==> config.mk <==
export PLATFORM = sky130hd
export DESIGN_NAME = cascaded_adaptive_notch_filter_flat
export DESIGN_NICKNAME = d
export VERILOG_FILES = /design/src/hdl/canf_pkg.sv /design/src/hdl/canf_in_if.sv /design/src/hdl/canf_out_if.sv /design/src/hdl/canf_cfg_if.sv /design/src/hdl/cascaded_adaptive_notch_filter.sv /design/src/hdl/canf_radius.sv /design/src/hdl/canf_cell.sv /design/src/flat_wrapper.sv
export SDC_FILE = /design/constraint.sdc
export NUM_CORES = 2
export LEC_CHECK = 0
export BUFFER_PORTS_ARGS = -buffer_cell sky130_fd_sc_hd__buf_4
export CAP_MARGIN = 5
export CORE_MARGIN = 2
export CORE_UTILIZATION = 60
export DETAILED_ROUTE_END_ITERATION = 7
export GPL_TIMING_DRIVEN = 0
export PLACE_DENSITY = 0.73
export SLEW_MARGIN = 10
export SYNTH_ARGS = -nofsm -noshare
export SYNTH_HDL_FRONTEND = slang
export SYNTH_HIERARCHICAL = 1
export SYNTH_SLANG_ARGS = --single-unit
==> constraint.sdc <==
create_clock -name clk -period 14.07 [get_ports clk]
set_clock_uncertainty 0.15 [all_clocks]
set_input_delay 4.221 -clock clk [delete_from_list [all_inputs] [get_ports clk]]
set_output_delay 4.221 -clock clk [all_outputs]
set_load 0.02 [all_outputs]
==> src/hdl/canf_pkg.sv <==
`timescale 1ns / 1ps
// Shared widths, register indexes, reset values and types for the cascaded notch filter.
// No dependencies; every other file imports it.
package canf_pkg;

  localparam int SAMPLE_W = 16;
  localparam int OUT_W    = 21;
  localparam int REG_W    = 15;
  localparam int IDX_W    = 3;
  localparam int RAD_W    = 16;
  localparam int COEF_W   = 16;
  localparam int RND_W    = 14;

  // configuration register indexes
  localparam logic [IDX_W-1:0] REG_FORGET = 3'd0;
  localparam logic [IDX_W-1:0] REG_TARGET = 3'd1;
  localparam logic [IDX_W-1:0] REG_FINAL  = 3'd2;
  localparam logic [IDX_W-1:0] REG_START  = 3'd3;
  localparam logic [IDX_W-1:0] REG_STEP   = 3'd4;

  localparam logic [REG_W-1:0] FORGET_RST = 15'd29491;
  localparam logic [REG_W-1:0] TARGET_RST = 15'd3276;
  localparam logic [REG_W-1:0] FINAL_RST  = 15'd31130;
  localparam logic [REG_W-1:0] START_RST  = 15'd16384;
  localparam logic [REG_W-1:0] STEP_RST   = 15'd200;

  localparam logic signed [COEF_W-1:0] COEF_MAX = 16'sh4000;
  localparam logic signed [COEF_W-1:0] COEF_MIN = 16'shC000;  // -0x4000

  // feedback rounding constant, differs per stage
  localparam logic [RND_W-1:0] FB_RND_ST1 = 14'h2000;
  localparam logic [RND_W-1:0] FB_RND_ST2 = 14'h0400;

  typedef struct packed {
    logic e_vld;  // stage output register just loaded
    logic done;   // last step of the stage update
  } cell_stat_t;

endpackage

==> src/hdl/canf_in_if.sv <==
`timescale 1ns / 1ps
// Input sample channel: valid/ready handshake carrying one signed sample per item.
// Depends on canf_pkg.
interface canf_in_if;
  logic                                   valid;
  logic                                   ready;
  logic signed [canf_pkg::SAMPLE_W-1:0]   sample;

  modport source (output valid, output sample, input ready);
  modport sink   (input valid, input sample, output ready);
endinterface

==> src/hdl/canf_out_if.sv <==
`timescale 1ns / 1ps
// Result channel: valid/ready handshake carrying both stage outputs per item.
// Depends on canf_pkg.
interface canf_out_if;
  logic                                 valid;
  logic                                 ready;
  logic signed [canf_pkg::OUT_W-1:0]    stage_one_out;
  logic signed [canf_pkg::OUT_W-1:0]    stage_two_out;

  modport source (output valid, output stage_one_out, output stage_two_out, input ready);
  modport sink   (input valid, input stage_one_out, input stage_two_out, output ready);
endinterface

==> src/hdl/canf_cfg_if.sv <==
`timescale 1ns / 1ps
// Configuration write channel: valid/ready handshake with register index and data.
// Depends on canf_pkg.
interface canf_cfg_if;
  logic                           valid;
  logic                           ready;
  logic [canf_pkg::IDX_W-1:0]     index;
  logic [canf_pkg::REG_W-1:0]     data;

  modport source (output valid, output index, output data, input ready);
  modport sink   (input valid, input index, input data, output ready);
endinterface

==> src/hdl/cascaded_adaptive_notch_filter.sv <==
`timescale 1ns / 1ps
// Top level of the two-stage adaptive notch filter: config registers, item control, output register.
// Depends on canf_pkg, the canf_*_if interfaces, canf_radius and canf_cell.
//
// Each accepted sample item yields one result item carrying both saturated stage outputs.
// An item runs from acceptance until the next sample can be taken: the radius update on the
// radius unit's shared multiplier, then eight steps (six products on one shared multiplier)
// in each notch cell, with stage two starting as soon as stage one's output register is
// loaded, then the move of the result into the output register and the idle state in which
// the next item is taken. The result waits there for the consumer; the block returns to idle
// as soon as it is loaded. Configuration writes are taken at any time (cfg_ch.ready is always
// high) but should be issued only while no item is in flight; writing start_radius also
// reloads the pole radius.
module cascaded_adaptive_notch_filter (
  input  logic        clk,
  input  logic        rst_n,
  canf_in_if.sink     in_ch,
  canf_out_if.source  out_ch,
  canf_cfg_if.sink    cfg_ch
);
  import canf_pkg::*;

  localparam logic [1:0] ST_IDLE = 2'd0;
  localparam logic [1:0] ST_BUSY = 2'd1;
  localparam logic [1:0] ST_OUT  = 2'd2;

  logic [1:0]                 state_r, state_nxt;
  logic [REG_W-1:0]           forget_r, target_r, final_r, step_r;
  logic signed [SAMPLE_W-1:0] x_r;
  logic signed [OUT_W-1:0]    x1, e1, e2;
  logic signed [OUT_W-1:0]    out1_r, out2_r;
  logic                       out_valid_r;
  logic                       in_acc, cfg_wr, out_ld, ld_start;
  logic                       rad_done;
  logic [RAD_W-1:0]           radius;
  logic signed [RAD_W-1:0]    rsq;
  cell_stat_t                 st1, st2;

  assign in_ch.ready  = (state_r == ST_IDLE);
  assign cfg_ch.ready = 1'b1;
  assign in_acc       = in_ch.valid && in_ch.ready;
  assign cfg_wr       = cfg_ch.valid && cfg_ch.ready;
  assign ld_start     = cfg_wr && cfg_ch.index == REG_START;
  assign out_ld       = (state_r == ST_OUT) && (!out_valid_r || out_ch.ready);
  assign x1           = OUT_W'(x_r);

  always_ff @(posedge clk) begin
    if (!rst_n) begin
      forget_r <= FORGET_RST;
      target_r <= TARGET_RST;
      final_r  <= FINAL_RST;
      step_r   <= STEP_RST;
    end else if (cfg_wr) begin
      unique case (cfg_ch.index)
        REG_FORGET: forget_r <= cfg_ch.data;
        REG_TARGET: target_r <= cfg_ch.data;
        REG_FINAL:  final_r  <= cfg_ch.data;
        REG_STEP:   step_r   <= cfg_ch.data;
        default: ;  // start radius lives in the radius unit; other indexes ignored
      endcase
    end
  end

  always_comb begin
    state_nxt = state_r;
    unique case (state_r)
      ST_IDLE: if (in_acc) state_nxt = ST_BUSY;
      ST_BUSY: if (st2.done) state_nxt = ST_OUT;
      ST_OUT:  if (out_ld) state_nxt = ST_IDLE;
      default: state_nxt = ST_IDLE;
    endcase
  end

  always_ff @(posedge clk) begin
    if (!rst_n) begin
      state_r     <= ST_IDLE;
      out_valid_r <= 1'b0;
    end else begin
      state_r <= state_nxt;
      if (out_ld) begin
        out_valid_r <= 1'b1;
      end else if (out_ch.ready) begin
        out_valid_r <= 1'b0;
      end
    end
  end

  always_ff @(posedge clk) begin
    if (in_acc) begin
      x_r <= in_ch.sample;
    end
    if (out_ld) begin
      out1_r <= e1;
      out2_r <= e2;
    end
  end

  assign out_ch.valid         = out_valid_r;
  assign out_ch.stage_one_out = out1_r;
  assign out_ch.stage_two_out = out2_r;

  canf_radius u_radius (
    .clk      (clk),
    .rst_n    (rst_n),
    .start    (in_acc),
    .ld       (ld_start),
    .ld_val   (cfg_ch.data),
    .forget_w (forget_r),
    .target_w (target_r),
    .final_r  (final_r),
    .radius   (radius),
    .rsq      (rsq),
    .done     (rad_done)
  );

  canf_cell u_cell1 (
    .clk    (clk),
    .rst_n  (rst_n),
    .start  (rad_done),
    .x      (x1),
    .radius (radius),
    .rsq    (rsq),
    .step   (step_r),
    .fb_rnd (FB_RND_ST1),
    .stat   (st1),
    .e      (e1)
  );

  // stage two starts on stage one's output
  canf_cell u_cell2 (
    .clk    (clk),
    .rst_n  (rst_n),
    .start  (st1.e_vld),
    .x      (e1),
    .radius (radius),
    .rsq    (rsq),
    .step   (step_r),
    .fb_rnd (FB_RND_ST2),
    .stat   (st2),
    .e      (e2)
  );

  a_acc_busy: assert property (@(posedge clk) disable iff (!rst_n)
    in_acc |=> state_r == ST_BUSY)
    else $error("accepted item did not start processing");

  a_cells_busy: assert property (@(posedge clk) disable iff (!rst_n)
    (st1.done || st2.done || rad_done) |-> state_r == ST_BUSY)
    else $error("datapath finished outside of busy state");

  a_out_src: assert property (@(posedge clk) disable iff (!rst_n)
    $rose(out_valid_r) |-> $past(state_r == ST_OUT))
    else $error("result raised without a finished item");

endmodule

==> src/hdl/canf_radius.sv <==
`timescale 1ns / 1ps
// Pole radius update: r' = rnd15(fw*r) + rnd15(tw*fr), saturated, then rnd15(r'^2).
// Uses one shared 16x16 unsigned multiplier over the FW, TW, SUM, SQ and RSQ phases. Depends on canf_pkg.
module canf_radius (
  input  logic                                clk,
  input  logic                                rst_n,
  input  logic                                start,
  input  logic                                ld,
  input  logic [canf_pkg::REG_W-1:0]          ld_val,
  input  logic [canf_pkg::REG_W-1:0]          forget_w,
  input  logic [canf_pkg::REG_W-1:0]          target_w,
  input  logic [canf_pkg::REG_W-1:0]          final_r,
  output logic [canf_pkg::RAD_W-1:0]          radius,
  output logic signed [canf_pkg::RAD_W-1:0]   rsq,
  output logic                                done
);
  import canf_pkg::*;

  localparam int PW = 2 * RAD_W;
  localparam logic [2:0] PH_FW  = 3'd0;
  localparam logic [2:0] PH_TW  = 3'd1;
  localparam logic [2:0] PH_SUM = 3'd2;
  localparam logic [2:0] PH_SQ  = 3'd3;
  localparam logic [2:0] PH_RSQ = 3'd4;

  logic                     busy_r;
  logic [2:0]               ph_r;
  logic [RAD_W-1:0]         radius_r;
  logic signed [RAD_W-1:0]  rsq_r;
  logic [RAD_W:0]           t1_r;
  logic [RAD_W-1:0]         ma, mb;
  logic [PW-1:0]            prod_r;
  logic [PW:0]              rsum;
  logic [RAD_W+1:0]         rnd15, sum;
  logic [RAD_W-1:0]         radius_nxt;

  always_comb begin
    ma = '0;
    mb = '0;
    unique case (ph_r)
      PH_FW: begin
        ma = {1'b0, forget_w};
        mb = radius_r;
      end
      PH_TW: begin
        ma = {1'b0, target_w};
        mb = {1'b0, final_r};
      end
      PH_SQ: begin
        ma = radius_r;
        mb = radius_r;
      end
      default: ;
    endcase
  end

  always_comb begin
    rsum       = {1'b0, prod_r} + 33'd16384;
    rnd15      = rsum[PW:15];
    sum        = {1'b0, t1_r} + rnd15;
    radius_nxt = (sum > 18'h0FFFF) ? '1 : sum[RAD_W-1:0];
  end

  always_ff @(posedge clk) begin
    if (!rst_n) begin
      busy_r   <= 1'b0;
      ph_r     <= PH_FW;
      radius_r <= {1'b0, START_RST};
    end else begin
      if (start) begin
        busy_r <= 1'b1;
        ph_r   <= PH_FW;
      end else if (busy_r) begin
        ph_r <= ph_r + 3'd1;
        if (ph_r == PH_RSQ) begin
          busy_r <= 1'b0;
        end
      end
      if (ld) begin
        radius_r <= {1'b0, ld_val};
      end else if (busy_r && ph_r == PH_SUM) begin
        radius_r <= radius_nxt;
      end
    end
  end

  always_ff @(posedge clk) begin
    prod_r <= ma * mb;
    if (busy_r && ph_r == PH_TW) begin
      t1_r <= rnd15[RAD_W:0];
    end
    if (busy_r && ph_r == PH_RSQ) begin
      rsq_r <= rnd15[RAD_W-1:0];
    end
  end

  assign radius = radius_r;
  assign rsq    = rsq_r;
  assign done   = busy_r && ph_r == PH_RSQ;

endmodule

==> src/hdl/canf_cell.sv <==
`timescale 1ns / 1ps
// One adaptive notch section: holds its coefficient and two past internal values,
// computes six products over eight steps on a shared 21x16 multiplier. Depends on canf_pkg.
module canf_cell (
  input  logic                                clk,
  input  logic                                rst_n,
  input  logic                                start,
  input  logic signed [canf_pkg::OUT_W-1:0]   x,
  input  logic [canf_pkg::RAD_W-1:0]          radius,
  input  logic signed [canf_pkg::RAD_W-1:0]   rsq,
  input  logic [canf_pkg::REG_W-1:0]          step,
  input  logic [canf_pkg::RND_W-1:0]          fb_rnd,
  output canf_pkg::cell_stat_t                stat,
  output logic signed [canf_pkg::OUT_W-1:0]   e
);
  import canf_pkg::*;

  localparam int MA_W   = OUT_W;
  localparam int MB_W   = COEF_W;
  localparam int P_W    = MA_W + MB_W;
  localparam int FF_W   = 24;
  localparam int FBQ_W  = 19;
  localparam int FB2_W  = 21;
  localparam int ACC_W  = 26;
  localparam int ES_W   = 25;
  localparam int GU_W   = 23;
  localparam int CN_W   = COEF_W + 1;

  // phase names tell what the multiplier is fed; its product is used one phase later
  localparam logic [2:0] PH_CW   = 3'd0;  // c*w1
  localparam logic [2:0] PH_RW   = 3'd1;  // r*w1
  localparam logic [2:0] PH_RSQ  = 3'd2;  // w2*r^2
  localparam logic [2:0] PH_FB   = 3'd3;  // c*fbq
  localparam logic [2:0] PH_STEP = 3'd4;  // step*w1
  localparam logic [2:0] PH_ERR  = 3'd5;  // idle, output formed
  localparam logic [2:0] PH_GRAD = 3'd6;  // e*g
  localparam logic [2:0] PH_UPD  = 3'd7;  // coefficient and delay update

  logic                       busy_r;
  logic [2:0]                 ph_r;
  logic signed [COEF_W-1:0]   coef_r, w1_r, w2_r;
  logic signed [MA_W-1:0]     ma;
  logic signed [MB_W-1:0]     mb;
  logic signed [P_W-1:0]      prod_r, prod_nxt;
  logic signed [FF_W-1:0]     ff_r, ff_nxt;
  logic signed [FBQ_W-1:0]    fbq_r;
  logic signed [FB2_W-1:0]    fb2_r;
  logic signed [COEF_W-1:0]   sn_r, g_r;
  logic signed [OUT_W-1:0]    e_r, e_nxt;
  logic signed [P_W-1:0]      ff_full, rnd10, fbq_full, fb2_full, fb1_full, g2_full;
  logic signed [ACC_W-1:0]    acc;
  logic signed [ES_W-1:0]     esum;
  logic signed [GU_W-1:0]     gu;
  logic signed [COEF_W-1:0]   dstep;
  logic signed [CN_W-1:0]     cnew;
  logic signed [COEF_W-1:0]   coef_nxt;

  always_comb begin
    ma = '0;
    mb = '0;
    unique case (ph_r)
      PH_CW: begin
        ma = MA_W'(coef_r);
        mb = w1_r;
      end
      PH_RW: begin
        ma = MA_W'(signed'({1'b0, radius}));
        mb = w1_r;
      end
      PH_RSQ: begin
        ma = MA_W'(rsq);
        mb = w2_r;
      end
      PH_FB: begin
        ma = MA_W'(fbq_r);
        mb = coef_r;
      end
      PH_STEP: begin
        ma = MA_W'(signed'({1'b0, step}));
        mb = w1_r;
      end
      PH_GRAD: begin
        ma = e_r;
        mb = g_r;
      end
      default: ;
    endcase
    prod_nxt = ma * mb;
  end

  always_comb begin
    // feed-forward term from -c*w1
    ff_full  = (-prod_r + 37'sd256) >>> 9;
    ff_nxt   = FF_W'(ff_full) + (FF_W'(w2_r) <<< 4);
    // two rounding shifts of r*w1 fold into one
    rnd10    = prod_r + 37'sd1024;
    fbq_full = rnd10 >>> 13;
    fb2_full = rnd10 >>> 11;
    fb1_full = (prod_r + $signed({{(P_W-RND_W){1'b0}}, fb_rnd})) >>> 11;
    acc      = ACC_W'(fb1_full) + ACC_W'(x) - ACC_W'(fb2_r);
    // saturate 16*s(n) + ff to the output range
    esum     = (ES_W'(sn_r) <<< 4) + ES_W'(ff_r);
    if (esum[ES_W-1:OUT_W-1] == '0 || esum[ES_W-1:OUT_W-1] == '1) begin
      e_nxt = esum[OUT_W-1:0];
    end else if (esum[ES_W-1]) begin
      e_nxt = {1'b1, {(OUT_W-1){1'b0}}};
    end else begin
      e_nxt = {1'b0, {(OUT_W-1){1'b1}}};
    end
    // gradient step, clamped coefficient
    g2_full  = (prod_r + 37'sd16384) >>> 15;
    gu       = GU_W'(g2_full) + 23'sd2;
    dstep    = gu[COEF_W+1:2];
    cnew     = CN_W'(coef_r) + CN_W'(dstep);
    if (cnew > CN_W'(COEF_MAX)) begin
      coef_nxt = COEF_MAX;
    end else if (cnew < CN_W'(COEF_MIN)) begin
      coef_nxt = COEF_MIN;
    end else begin
      coef_nxt = cnew[COEF_W-1:0];
    end
  end

  always_ff @(posedge clk) begin
    if (!rst_n) begin
      busy_r <= 1'b0;
      ph_r   <= PH_CW;
      coef_r <= '0;
      w1_r   <= '0;
      w2_r   <= '0;
    end else if (start) begin
      busy_r <= 1'b1;
      ph_r   <= PH_CW;
    end else if (busy_r) begin
      ph_r <= ph_r + 3'd1;
      if (ph_r == PH_UPD) begin
        busy_r <= 1'b0;
        coef_r <= coef_nxt;
        w2_r   <= w1_r;
        w1_r   <= sn_r;
      end
    end
  end

  always_ff @(posedge clk) begin
    prod_r <= prod_nxt;
    if (busy_r && ph_r == PH_RW) begin
      ff_r <= ff_nxt;
    end
    if (busy_r && ph_r == PH_RSQ) begin
      fbq_r <= fbq_full[FBQ_W-1:0];
    end
    if (busy_r && ph_r == PH_FB) begin
      fb2_r <= fb2_full[FB2_W-1:0];
    end
    if (busy_r && ph_r == PH_STEP) begin
      sn_r <= acc[COEF_W+3:4];
    end
    if (busy_r && ph_r == PH_ERR) begin
      g_r <= fb2_full[COEF_W-1:0];
      e_r <= e_nxt;
    end
  end

  assign e          = e_r;
  assign stat.e_vld = busy_r && ph_r == PH_GRAD;
  assign stat.done  = busy_r && ph_r == PH_UPD;

  a_coef_range: assert property (@(posedge clk) disable iff (!rst_n)
    coef_r <= COEF_MAX && coef_r >= COEF_MIN)
    else $error("notch coefficient left its clamp range");

  a_start_idle: assert property (@(posedge clk) disable iff (!rst_n)
    start |-> !busy_r)
    else $error("cell started while busy");

  a_evld_done: assert property (@(posedge clk) disable iff (!rst_n)
    stat.e_vld |=> stat.done)
    else $error("cell output not followed by update step");

endmodule

==> src/flat_wrapper.sv <==
// flat-port wrapper written by rule: the top's interface ports become plain ports
module cascaded_adaptive_notch_filter_flat import canf_pkg::*;
  (clk, rst_n, in_ch_valid, in_ch_sample, in_ch_ready, out_ch_valid, out_ch_stage_one_out, out_ch_stage_two_out, out_ch_ready, cfg_ch_valid, cfg_ch_index, cfg_ch_data, cfg_ch_ready);
  canf_in_if in_ch_i ();
  canf_out_if out_ch_i ();
  canf_cfg_if cfg_ch_i ();
  input  logic clk;
  input  logic rst_n;
  input wire logic [$bits(in_ch_i.valid)-1:0] in_ch_valid;
  input wire logic [$bits(in_ch_i.sample)-1:0] in_ch_sample;
  output wire logic [$bits(in_ch_i.ready)-1:0] in_ch_ready;
  output wire logic [$bits(out_ch_i.valid)-1:0] out_ch_valid;
  output wire logic [$bits(out_ch_i.stage_one_out)-1:0] out_ch_stage_one_out;
  output wire logic [$bits(out_ch_i.stage_two_out)-1:0] out_ch_stage_two_out;
  input wire logic [$bits(out_ch_i.ready)-1:0] out_ch_ready;
  input wire logic [$bits(cfg_ch_i.valid)-1:0] cfg_ch_valid;
  input wire logic [$bits(cfg_ch_i.index)-1:0] cfg_ch_index;
  input wire logic [$bits(cfg_ch_i.data)-1:0] cfg_ch_data;
  output wire logic [$bits(cfg_ch_i.ready)-1:0] cfg_ch_ready;
  assign in_ch_i.valid = in_ch_valid;
  assign in_ch_i.sample = in_ch_sample;
  assign in_ch_ready = in_ch_i.ready;
  assign out_ch_valid = out_ch_i.valid;
  assign out_ch_stage_one_out = out_ch_i.stage_one_out;
  assign out_ch_stage_two_out = out_ch_i.stage_two_out;
  assign out_ch_i.ready = out_ch_ready;
  assign cfg_ch_i.valid = cfg_ch_valid;
  assign cfg_ch_i.index = cfg_ch_index;
  assign cfg_ch_i.data = cfg_ch_data;
  assign cfg_ch_ready = cfg_ch_i.ready;
  cascaded_adaptive_notch_filter u_core (.clk(clk), .rst_n(rst_n), .in_ch(in_ch_i), .out_ch(out_ch_i), .cfg_ch(cfg_ch_i));
endmodule
==> summary by stage <==
CTS
The TritonCTS buffer count is 72. In this run the clock root is driven by a sky130_fd_sc_hd__clkbuf_16. The number of buffers added to fix hold violations after cts is 0.

Clock-pin slew was measured on the worst setup and hold paths at 60 ps. Buffers added to address setup during post-CTS repair amount to 0. After clock tree synthesis, the repair step resized 0 gates. TritonCTS built the clock tree.

The clock passes through at most 3 buffers. The worst-skew pair later-pin latency is 680 ps. The clock net sink count is 594. The H-tree generated during clock tree synthesis spans 3 levels.

Timing
Setup violations remaining at the end of the flow were counted as 0. In this run the tightest slew margin relative to its limit is 5.51%. The total count of max-transition violations in the final report came to 0. The maximum clock frequency is 86.7 MHz. The share of the clock period used by the worst path is 82.0%. The worst path needs 11530 ps of the cycle, external delays included. At the pin with the least slew margin, the transition time is 1400 ps. Setup slack on the critical path of the routed design comes to 2540 ps.

The summed negative setup slack over all endpoints is 0 ps. Setup repair after global routing left no endpoint under its margin. The number of endpoints with negative hold slack in the final report is 0.

Routing
For this block, the via count after detailed routing is 51800. Before antenna repair, the detailed router went through 8 iterations. The number of vias per cell after detailed routing is 5.95. The detail-routed net length per standard cell is 23.8 microns.

The DRC violations left is 5. The detailed router finished its first iteration with 4921 violations. The routed design has 207000 microns of wire. The detail route stage leaves a number of antenna-violating nets equal to 0.

Global routing
The pin count of the biggest net entering global routing is 35. For this run, global-route usage on met2 was measured as 60.4%. The number of antenna violations at the first check in global routing was 12.

The total global-route track usage is 37.7%. The busiest layer in global routing is met2. The number of global-route vias before repair is 52600.

In the global route stage, met3 resource usage came out at 6.95%. The wire length of the first global-routing pass is 315000 microns. The residual overflow from global routing is 0.

The met1 global-route usage is 47.3%.

Finish
The fraction of layout instances using a drive strength above 1 is 5.85%. The top cell types in the final layout, fill and taps aside, are 1112 x sky130_fd_sc_hd__inv_1, 861 x sky130_fd_sc_hd__nand2_1, 834 x sky130_fd_sc_hd__fa_1. The number of nets at the end of the flow is 8602.

The commonest non-fill, non-tap cell in the layout is sky130_fd_sc_hd__inv_1. The layout-stage area growth over the synthesis result is 7.87%. For this run, the number of standard cells in the final layout without fillers is 8710.

At the end of the flow the core is filled with cells to 65.5%. Summing all non-filler instances in the final layout gives an area of 70300 sq um. The count of filler cells inserted in the layout is 9024.

Worst setup path
The maximum fanout along the worst path is 10. The capturing element type of the critical path is a register. On the worst path, the slowest cell contributes a delay of 880 ps. Data on the critical path arrives at its endpoint at 11880 ps.

The worst setup path is launched from a register. Together, buffers and inverters on the worst path number 12. The cell type group with the largest total delay on the critical path is adder cells. The worst setup path is of the register to register kind. The data required time at the worst endpoint is 14420 ps. The largest individual stage delay along the critical path comes from the cell sky130_fd_sc_hd__a31oi_1.

Place
Prior to clock tree synthesis, the placed netlist has a worst setup slack of 2790 ps. The placed instance count is 8568. The congestion estimate from routability-driven global placement came to 1.00. The count of buffers added on input and output ports is 82.

The wire-length estimate of the detail-placed layout is 169000 microns. The placed instances occupy a cell area of 67700 sq um.

Logic synthesis
During synthesis, Yosys emitted a total of 6 warnings. The average footprint of a synthesized cell is 9.24 sq um. In the synthesized netlist, the number of instances is 7053. The total standard cell area after synthesis is 65200 sq um.

Floorplan
The starting utilization of the core area is 60.7%. The I/O pin count is 84. The vertical extent of the die is 334 microns. The standard-cell row count is 120. The horizontal die dimension is 334 microns. The area enclosed by the die boundary is 111000 sq um. The core region area is 107000 sq um.

Job
The tool flagged a number of max-cap violations equal to 0.

Power and ir drop
IR analysis of the VDD net gives a maximum drop of 0.102 mV. The analysis attributes to cell leakage a power of 31.1 nW. Dividing total power by cell area gives a power density of 71.9 nW/um^2.

Outcome
The run finished, with violations left. The final reports fail on DRC.

Min path
The type of the most critical hold path is register to register.
[flip-flops by register name, indices dropped and copies added, names as in the netlist, 17 cells and up]
register / flops
u_core/u_cell1/ff_r: 24
u_core/u_cell1/fb2_r: 20
u_core/u_cell2/ff_r: 24
u_core/u_cell2/e: 21
u_core/u_cell2/prod_r: 33
u_core/out_ch.stage_one_out: 21
u_core/u_radius/t1_r: 17
u_core/u_cell2/fb2_r: 20
u_core/u_cell1/e: 21
u_core/out_ch.stage_two_out: 21
u_core/u_cell1/fbq_r: 19
u_core/u_cell2/fbq_r: 19
u_core/u_cell1/prod_r: 33
u_core/u_radius/prod_r: 18
[path summary, 6_finish.rpt]
kind                                             from                           endpoint  slack, ps  depth (start not counted)
hold reg to reg        u_core/final_r[0]$_SDFFE_PN0P_     u_core/final_r[0]$_SDFFE_PN0P_        320                          2
hold / removal         u_core/final_r[0]$_SDFFE_PN0P_     u_core/final_r[0]$_SDFFE_PN0P_        320                          2
setup reg to reg  u_core/u_cell2/ph_r[2]$_SDFFE_PP0P_  u_core/u_cell2/prod_r[32]$_DFF_P_       2540                         32
setup / recovery  u_core/u_cell2/ph_r[2]$_SDFFE_PP0P_  u_core/u_cell2/prod_r[32]$_DFF_P_       2540                         32
[metrics by stage]
stage          power, mW  hold WS, ps
3_3_place_gp        3.05          291
3_5_place_dp        3.08          305
6_report            5.06          318
5_1_grt             5.28          327
2_1_floorplan       2.73          270
4_1_cts             5.07          313
[per-layer routing]
| metal | vias to the layer above | share of wire [%] |
|---|---|---|
| met3 | 665 | 8.3 |
| met1 | 25500 | 38 |
| met2 | 2448 | 46 |
| met5 | - | 0.051 |
| met4 | 8 | 7.7 |
| li1 | 23200 | - |
[area by class of cell]
class	instances	area (sq um)	area share, %
inverter	1114	4180	5.95
antenna	9	22.5	0.0320
clock buffer	85	1900	2.70
buffer	290	1170	1.66
timing repair buffer	85	683	0.972
multi-input combinational	5082	44800	63.7
sequential	594	15100	21.5
clock inverter	48	651	0.926
tap	1403	1760	2.50
[power by group]
group          total (mW)  leakage, nW  switching, mW  internal, mW
combinational        1.13         24.8          0.703         0.432
clock                1.99         1.21          0.846          1.14
sequential           1.93         5.14         0.0586          1.87
total                5.06         31.1           1.61          3.45
[worst min-delay path, cell delays in order, from the launching register on]
cell and delay [ps]:
sky130_fd_sc_hd__dfxtp_1 310, sky130_fd_sc_hd__nand2_1 50, sky130_fd_sc_hd__mux2i_1 50
No activity file was read; power rests on OpenSTA's default activity.
